**src/hw/rtl/vsqbs_pkg.sv**
```systemverilog
// Package for the vertex-split quadratic B-spline interpolator.
// Holds the tap numbering shared by the stencil mirror and the top level.
// No dependencies.
package vsqbs_pkg;

    // Number of mirrored taps passed down the pipeline (the backward corner is dropped).
    localparam int NUM_TAPS = 8;

    // Tap positions after mirroring, named as if the point lies down and right.
    localparam logic [2:0] TAP_U  = 3'd0;
    localparam logic [2:0] TAP_UR = 3'd1;
    localparam logic [2:0] TAP_L  = 3'd2;
    localparam logic [2:0] TAP_R  = 3'd3;
    localparam logic [2:0] TAP_DL = 3'd4;
    localparam logic [2:0] TAP_D  = 3'd5;
    localparam logic [2:0] TAP_DR = 3'd6;
    localparam logic [2:0] TAP_C  = 3'd7;

endpackage

```
**src/hw/rtl/vsqbs_mirror.sv**
```systemverilog
// Stencil mirror and offset decode for the B-spline interpolator.
// Reflects the 3x3 window by the offset signs and forms the doubled magnitudes.
// Depends on vsqbs_pkg for the tap numbering.
module vsqbs_mirror #(
    parameter int PIXEL_BITS = 8,
    parameter int FRAC_BITS  = 8
) (
    input  logic signed [FRAC_BITS-1:0]                          offset_x,
    input  logic signed [FRAC_BITS-1:0]                          offset_y,
    input  logic [PIXEL_BITS-1:0]                                pix_up_left,
    input  logic [PIXEL_BITS-1:0]                                pix_up,
    input  logic [PIXEL_BITS-1:0]                                pix_up_right,
    input  logic [PIXEL_BITS-1:0]                                pix_left,
    input  logic [PIXEL_BITS-1:0]                                pix_centre,
    input  logic [PIXEL_BITS-1:0]                                pix_right,
    input  logic [PIXEL_BITS-1:0]                                pix_down_left,
    input  logic [PIXEL_BITS-1:0]                                pix_down,
    input  logic [PIXEL_BITS-1:0]                                pix_down_right,
    output logic [vsqbs_pkg::NUM_TAPS-1:0][PIXEL_BITS-1:0]       taps,
    output logic [FRAC_BITS:0]                                   t_x,
    output logic [FRAC_BITS:0]                                   a_x,
    output logic [FRAC_BITS:0]                                   t_y,
    output logic [FRAC_BITS:0]                                   a_y
);
    import vsqbs_pkg::*;

    localparam logic [FRAC_BITS:0] ONE = (FRAC_BITS+1)'(1) << FRAC_BITS;

    logic                  neg_x;
    logic                  neg_y;
    logic [FRAC_BITS-1:0]  raw_x;
    logic [FRAC_BITS-1:0]  raw_y;
    logic [FRAC_BITS-1:0]  mag_x;
    logic [FRAC_BITS-1:0]  mag_y;
    logic [PIXEL_BITS-1:0] fwd_l, fwd_m, fwd_r;
    logic [PIXEL_BITS-1:0] bwd_l, bwd_m, bwd_r;

    // Offset magnitudes; the most negative code gives exactly half a pixel.
    assign raw_x = $unsigned(offset_x);
    assign raw_y = $unsigned(offset_y);
    assign neg_x = raw_x[FRAC_BITS-1];
    assign neg_y = raw_y[FRAC_BITS-1];
    assign mag_x = neg_x ? (~raw_x + 1'b1) : raw_x;
    assign mag_y = neg_y ? (~raw_y + 1'b1) : raw_y;

    // Doubled magnitude t and its complement 1 - t, both in units of 2^-F.
    assign t_x = {mag_x, 1'b0};
    assign t_y = {mag_y, 1'b0};
    assign a_x = ONE - t_x;
    assign a_y = ONE - t_y;

    // Forward row lies on the side the point moves toward.
    assign fwd_l = neg_y ? pix_up_left   : pix_down_left;
    assign fwd_m = neg_y ? pix_up        : pix_down;
    assign fwd_r = neg_y ? pix_up_right  : pix_down_right;
    assign bwd_l = neg_y ? pix_down_left : pix_up_left;
    assign bwd_m = neg_y ? pix_down      : pix_up;
    assign bwd_r = neg_y ? pix_down_right: pix_up_right;

    // Pick columns within each row; the backward-backward corner is never used.
    always_comb
    begin
        taps         = '0;
        taps[TAP_U]  = bwd_m;
        taps[TAP_UR] = neg_x ? bwd_l : bwd_r;
        taps[TAP_L]  = neg_x ? pix_right : pix_left;
        taps[TAP_R]  = neg_x ? pix_left : pix_right;
        taps[TAP_DL] = neg_x ? fwd_r : fwd_l;
        taps[TAP_D]  = fwd_m;
        taps[TAP_DR] = neg_x ? fwd_l : fwd_r;
        taps[TAP_C]  = pix_centre;
    end

endmodule

```
**config.mk**
```make
export PLATFORM = sky130hd
export DESIGN_NAME = vsqbs_mirror
export DESIGN_NICKNAME = d
export VERILOG_FILES = /design/src/hw/rtl/vsqbs_pkg.sv /design/src/hw/rtl/vsqbs_mirror.sv
export SDC_FILE = /design/constraint.sdc
export NUM_CORES = 1
export LEC_CHECK = 0
export BUFFER_PORTS_ARGS = -buffer_cell sky130_fd_sc_hd__buf_2
export CORE_ASPECT_RATIO = 0.5
export CORE_MARGIN = 3
export CORE_UTILIZATION = 37
export DETAILED_ROUTE_END_ITERATION = 8
export PLACE_DENSITY = 0.85
export RECOVER_POWER = 25
export SKIP_LAST_GASP = 1
export SLEW_MARGIN = 20
export SYNTH_ARGS = -nofsm -noshare
export SYNTH_HDL_FRONTEND = slang
export SYNTH_SLANG_ARGS = --single-unit
```
**constraint.sdc**
```tcl
create_clock -name vclk -period 3.4
set_input_delay 0.51 -clock vclk [all_inputs]
set_output_delay 0.51 -clock vclk [all_outputs]
set_load 0.05 [all_outputs]
```
# ---- Word-level counts from Yosys, hierarchy flattened
# Index checks and enable logic that the tools add are counted.
dict set report classes {
  add_sub_neg 4
  n_mul 0
  div 0
  magnitude_cmp 0
  n_eq_ne 0
  shift 0
  mux 13
  bitwise 2
  reduce_logical 0
}
# operator count
set ops {}
lappend ops {{8-bit two-way mux} 13}
lappend ops {{9-bit subtractor, first input constant} 2}
lappend ops {{8-bit by 1-bit adder with 8-bit output, second input constant} 2}
lappend ops {{8-bit inverter} 2}
dict set report word_totals {
  register_bits 0
  latchBits 0
  ramBits 0
  mem_bits_ro 0
  in_bits 88
  memories 0
}

# ---- Logic depth before layout (Yosys ltp)
# Gate-level depths: netlist (run 1).
dict set report depth {
  word_depth 4
  depth_mapped 10
  depth_no_buf 9
}

# ---- Worst setup path after synthesis (run 1)
# No wires, ideal clock.
dict set report synth_path {
  kind {input port to output port}
  from {input offset_x[2]}
  to {output a_x[8]}
  arrival_time_ns 3.638
  t_required_ns 2.890
  path_slack_ns -0.748
  stages 4
  n_path_buf 1
  cell_sequence {buf_2 > or3_1 > nor4b_1 > xnor2_1}
}
dict set report synth_between {
  elab_chain_cells 4
}
# item line
set synth_rtl {}
lappend synth_rtl {{from (decl)} vsqbs_mirror.sv:8} ;# input logic signed [FRAC_BITS-1:0] offset_x,
lappend synth_rtl {{8-bit inverter} vsqbs_mirror.sv:43} ;# assign mag_x = neg_x ? (~raw_x + 1'b1) : raw_x;
lappend synth_rtl {{8-bit by 1-bit adder with 8-bit output} vsqbs_mirror.sv:43}
lappend synth_rtl {{8-bit two-way mux} vsqbs_mirror.sv:43}
lappend synth_rtl {{net t_x[8]} vsqbs_mirror.sv:20} ;# output logic [FRAC_BITS:0] t_x,
lappend synth_rtl {{9-bit subtractor} vsqbs_mirror.sv:49} ;# assign a_x = ONE - t_x;
lappend synth_rtl {{to (decl)} vsqbs_mirror.sv:21} ;# output logic [FRAC_BITS:0] a_x,
# The timed path passes the listed nets, and every way through them passes these cells.

# ---- Worst setup path after layout (run 1)
dict set report layout_path {
  from {input offset_y[0]}
  to {output a_y[8]}
}
dict set report layout_between {
  elab_chain_cells 4
}
# item line
set layout_rtl {}
lappend layout_rtl {{from (decl)} vsqbs_mirror.sv:9} ;# input logic signed [FRAC_BITS-1:0] offset_y,
lappend layout_rtl {{8-bit inverter} vsqbs_mirror.sv:44} ;# assign mag_y = neg_y ? (~raw_y + 1'b1) : raw_y;
lappend layout_rtl {{8-bit by 1-bit adder with 8-bit output} vsqbs_mirror.sv:44}
lappend layout_rtl {{8-bit two-way mux *} vsqbs_mirror.sv:44}
lappend layout_rtl {{9-bit subtractor *} vsqbs_mirror.sv:50} ;# assign a_y = ONE - t_y;
lappend layout_rtl {{to (decl)} vsqbs_mirror.sv:23} ;# output logic [FRAC_BITS:0] a_y
# Every way passes the cells marked *; elsewhere a longest branch is shown, timed or not.

==> impl_metrics.env, run 1 <==
export IMPL_power_density_nw_per_um2=295
export IMPL_drtIter0Drc=49
export IMPL_grtUsageTotal=0.208
export IMPL_yosysWarnings=0
export IMPL_ctsHoldBuffers=0
export IMPL_worstPathRequired_ns=2.89
export IMPL_p_total_uw=732
export IMPL_cp_arrival_ns=2.55
export IMPL_crit_type="input port to output port"
export IMPL_seq_area_um2=0
export IMPL_p_leak_nw=1.20
export IMPL_fmax_mhz=327
export IMPL_clockBufferCount=0
export IMPL_cpMostUsedCell="buf_2"
export IMPL_grt_pass1_wl_um=9400
export IMPL_finalCritPeriodShare=0.900
export IMPL_wl_um=6240
export IMPL_antenna_cells=0
export IMPL_via_count=1973
export IMPL_cts_resized=0
export IMPL_setup_worst_path_end_class="output port"
export IMPL_placementRows=16
export IMPL_met3_length_um=344
export IMPL_fin_crit_ns=3.06
export IMPL_drt_met1_wl_um=2080
export IMPL_max_slew_worst_pin_slew_ns=0.640
export IMPL_final_util=0.590
export IMPL_drt_pass1_iter_count=4
export IMPL_holdCritPathClass="input port to output port"
export IMPL_cts_setup_buffers=0
export IMPL_grt_pass1_vias=2005
export IMPL_hpwl_um=5530
export IMPL_syn_to_final_growth_pct=42.4
export IMPL_core_um2=4200
export IMPL_min_path_cells=0
export IMPL_netlist_instances=172
export IMPL_syn_cell_area_um2=1740
export IMPL_synth_seq_area_share=0
export IMPL_crit_start="offset_y[0]"
export IMPL_synth_avg_cell_area_um2=10.1
export IMPL_crit_family="simple AND/OR/NAND/NOR gates"
export IMPL_hold_viol=0
export IMPL_final_cell_mix="buf_2 (153), mux2_2 (32), mux4_2 (24)"
export IMPL_top_layer="met4"
export IMPL_nets=412
export IMPL_outcome="finished clean"
export IMPL_max_vdd_ir_drop_uv=170
export IMPL_critPathSlowestCell="or3b_1"
export IMPL_antenna_left=0
export IMPL_gp_congestion=0.850
export IMPL_initial_core_util=0.414
export IMPL_critPathLaunchType="input port"
export IMPL_die_y_um=54.5
export IMPL_synth_distinct_cells=41
export IMPL_wl_met2_um=3640
export IMPL_dieArea_um2=5610
export IMPL_crit_buf_inv=3
export IMPL_hold_end="taps[58]"
export IMPL_maxCapViolCount=0
export IMPL_routedWlPerCell_um=16.8
export IMPL_worstHoldStart="pix_centre[2]"
export IMPL_drc_errors=0
export IMPL_max_stage_delay_ns=0.37
export IMPL_finalSetupTns_ns=0
export IMPL_portBuffers=168
export IMPL_path_cells="buf_2 > inv_1 > ha_1 > or3b_1 > a211oi_1 > nand2_1 > nor4_2 > xor2_1 > buf_2"
export IMPL_final_common_cell="buf_2"
export IMPL_grt_max_degree=39
export IMPL_ioPinCount=188
export IMPL_setup_violations=0
export IMPL_grt_antenna_before_repair=0
export IMPL_rsz0062_at_grt="false"
export IMPL_die_w_um=103
export IMPL_viasPerCell=5.30
export IMPL_slew_viol_final=0
export IMPL_layout_drive_gt1_share=0.704
export IMPL_cp_max_fo=6
export IMPL_relSlewSlack=0.575
export IMPL_seq_cells=0
export IMPL_overflow=0
[where the power goes]
group	internal [mW]	switching [mW]	total, mW
logic	0.206	0.526	0.732
clock network	0	0	0
registers	0	0	0
[cell usage after synthesis, types with 2 or more instances]
master / number / share of area
mux2_2: 32 / 0.21
mux4_2: 24 / 0.31
buf_4: 16 / 0.069
inv_1: 13 / 0.028
xnor2_1: 13 / 0.065
buf_2: 7 / 0.020
xor2_1: 7 / 0.035
nand2_1: 5 / 0.011
ha_1: 4 / 0.029
nand2b_1: 4 / 0.014
nor2_1: 4 / 0.0086
nor2b_1: 4 / 0.014
nor3_1: 3 / 0.0086
buf_6: 2 / 0.013
clkbuf_1: 2 / 0.0043
nor3b_1: 2 / 0.0086
o21a_1: 2 / 0.0086
o21ai_1: 2 / 0.0058
o31ai_1: 2 / 0.0086
or3_1: 2 / 0.0072
or3b_1: 2 / 0.010
[through the flow]
| stage | std cells | instance area (um^2) | setup slack (ns) | hold WS [ns] |
|---|---|---|---|---|
| CTS | 372 | 2500 | 0.336 | 1.02 |
| detailed placement | 372 | 2500 | 0.343 | 1.02 |
| floorplan | 175 | 1770 | 0.00886 | 1.13 |
| finish | 372 | 2480 | 0.341 | 1.02 |
| global placement | 372 | 2500 | 0.476 | 1.02 |
| global route | 372 | 2480 | 0.154 | 1.02 |
[worst max-delay path by stage]
stage                     endpoint  slack (ns)  cells past startpoint
after floorplan             a_x[7]       0.009                      6
after global placement      a_y[8]        0.48                      9
after detailed placement    a_y[8]        0.34                      9
after CTS                   a_y[8]        0.34                      9
after global routing        a_y[8]        0.15                      9
final                       a_y[8]        0.34                      9
[kinds of logic after synthesis]
logic type | synth area share
other | 0.00215
AOI/OAI and AO/OA | 0.0568
muxes | 0.518
and+or+nand+nor | 0.131
xor gates and xnor gates | 0.119
buffers and inverters | 0.144
adders and majority gates | 0.0288
[metal layers]
layer,vias up,global-route usage
met5,-,0
met4,0,0.0667
met3,22,0.0293
li1,916,-
met1,950,0.195
met2,85,0.468
[cell type report]
type,instances,area [um^2]
fill,378,1730
inverter,14,52.6
multi-input combinational,133,1510
tap,54,67.6
timing repair buffer,171,845
(Power assumes the default switching activity.)
==> inputs of run 2 (changes only) <==
--- a/config.mk
+++ b/config.mk
@@ -6,11 +6,13 @@
 export NUM_CORES = 1
 export LEC_CHECK = 0
 export BUFFER_PORTS_ARGS = -buffer_cell sky130_fd_sc_hd__buf_2
+export CELL_PAD_IN_SITES_DETAIL_PLACEMENT = 1
+export CELL_PAD_IN_SITES_GLOBAL_PLACEMENT = 1
 export CORE_ASPECT_RATIO = 0.5
 export CORE_MARGIN = 3
-export CORE_UTILIZATION = 37
+export CORE_UTILIZATION = 24
 export DETAILED_ROUTE_END_ITERATION = 8
-export PLACE_DENSITY = 0.85
+export PLACE_DENSITY = 0.84
 export RECOVER_POWER = 25
 export SKIP_LAST_GASP = 1
 export SLEW_MARGIN = 20
==> run 2 against run 1 <==
Effect of this change:
- critical path depth stayed put
- total power rose by 0.17%
- count of clock-buffer cells in the layout stayed put
- first-iteration DRC count up 10%
- utilization shrank 22 points
- highest routed layer unchanged
- wire length grew 2.4%
- global-route usage is 7.0 points lower
- sequential cell count did not move
- combinational power is essentially flat
==> impl_metrics.env, run 2 (same netlist as run 1, synthesis figures left out) <==
export IMPL_p_leak_nw=1.20
export IMPL_use_met2=0.299
export IMPL_fmax_mhz=326
export IMPL_fin_crit_ns=3.07
export IMPL_wl_um=6390
export IMPL_core_um2=6860
export IMPL_cp_max_fo=6
export IMPL_die_y_um=66.2
export IMPL_gp_congestion=0.789
export IMPL_rsz0062_at_grt="false"
export IMPL_final_cell_mix="buf_2 (154), mux2_2 (32), mux4_2 (24)"
export IMPL_p_int_uw=206
export IMPL_routedWlPerCell_um=15.6
export IMPL_hold_slack_ns=1.02
export IMPL_grt_max_degree=41
export IMPL_max_vdd_ir_drop_uv=91.2
export IMPL_hpwl_um=5770
export IMPL_cts_resized=0
export IMPL_cp_arrival_ns=2.56
export IMPL_crit_type="input port to output port"
export IMPL_p_seq_frac=0
export IMPL_p_total_uw=733
export IMPL_dieArea_um2=8370
export IMPL_drt_pass1_iter_count=4
export IMPL_syn_to_final_growth_pct=45.4
export IMPL_maxCapViolCount=0
export IMPL_cts_setup_buffers=0
export IMPL_layout_drive_gt1_share=0.705
export IMPL_finalSetupTns_ns=0
export IMPL_antenna_cells=0
export IMPL_finalCritPeriodShare=0.904
export IMPL_p_sw_uw=527
export IMPL_critPathLaunchType="input port"
export IMPL_seq_cells=0
export IMPL_grt_pass1_vias=1902
export IMPL_grtUsageMet1=0.158
export IMPL_post_place_cells=411
export IMPL_hold_viol=0
export IMPL_viasPerCell=4.80
export IMPL_overflow=0
export IMPL_final_util=0.369
export IMPL_fin_area_um2=2530
export IMPL_holdCritPathClass="input port to output port"
export IMPL_drtIter0Drc=54
export IMPL_nets=413
export IMPL_drc_errors=0
export IMPL_portBuffers=168
export IMPL_via_count=1972
export IMPL_power_density_nw_per_um2=290
export IMPL_instances_no_fill=411
export IMPL_sw_frac_of_total=0.719
export IMPL_p_clk_frac=0
export IMPL_antenna_left=0
export IMPL_setup_worst_path_end_class="output port"
export IMPL_place_ws_ns=0.315
export IMPL_placed_area_um2=2550
export IMPL_slew_viol_final=0
export IMPL_busiest_layer="met2"
export IMPL_ctsHoldBuffers=0
export IMPL_worstPathRequired_ns=2.89
export IMPL_max_slew_worst_pin_slew_ns=0.816
export IMPL_grt_antenna_before_repair=0
export IMPL_worst_slack_ns=0.328
export IMPL_globalRouteMet3Util=0.00403
export IMPL_seq_area_um2=0
export IMPL_die_w_um=126
export IMPL_relSlewSlack=0.456
export IMPL_combPwrFrac=1.000
export IMPL_setup_violations=0
export IMPL_outcome="finished clean"
export IMPL_ioPinCount=188
export IMPL_grtUsageTotal=0.138
export IMPL_final_common_cell="buf_2"
export IMPL_placementRows=21
export IMPL_initial_core_util=0.254
export IMPL_clockBufferCount=0
export IMPL_grt_pass1_wl_um=9580
==> run 2: changes by cell type in the layout (fill, tap and decap cells not counted), sizes merged <==
cell  previous run  this run
buf            156       157
==> run 2: power groups by stage <==
stage / Sequential [mW] / Clock (mW) / Combinational (mW)
final: 0 / 0 / 0.733
after global routing: 0 / 0 / 0.770
after CTS: 0 / 0 / 0.743
after detailed placement: 0 / 0 / 0.742
after global placement: 0 / 0 / 0.733
after floorplan: 0 / 0 / 0.596
==> run 2: final cells by class <==
class,instances,area [um^2]
Fill cell,852,4330
Timing Repair Buffer,172,850
Tap cell,92,115
Inverter,14,52.6
Multi-Input combinational cell,133,1510
==> run 2: final timing paths <==
kind              endpoint     startpoint  cells past startpoint  slack [ns]
setup / recovery    a_y[8]    offset_y[0]                      9        0.33
hold / removal    taps[57]  pix_centre[1]                      0        1.02
==> run 2: critical path, stage by stage <==
cell and delay (ns):
buf_2 0.13, inv_1 0.10, ha_1 0.26, or3b_1 0.37
a211oi_1 0.29, nand2_1 0.16, nor4_2 0.29, xor2_1 0.16
buf_2 0.28
==> run 2: per-layer routing <==
| layer | routed length [um] | up-vias | share of wire |
|---|---|---|---|
| met3 | 217 | 4 | 0.034 |
| met1 | 2420 | 1007 | 0.38 |
| met5 | 0 | - | 0 |
| met4 | 8 | 0 | 0.0013 |
| li1 | - | 918 | - |
| met2 | 3750 | 43 | 0.59 |
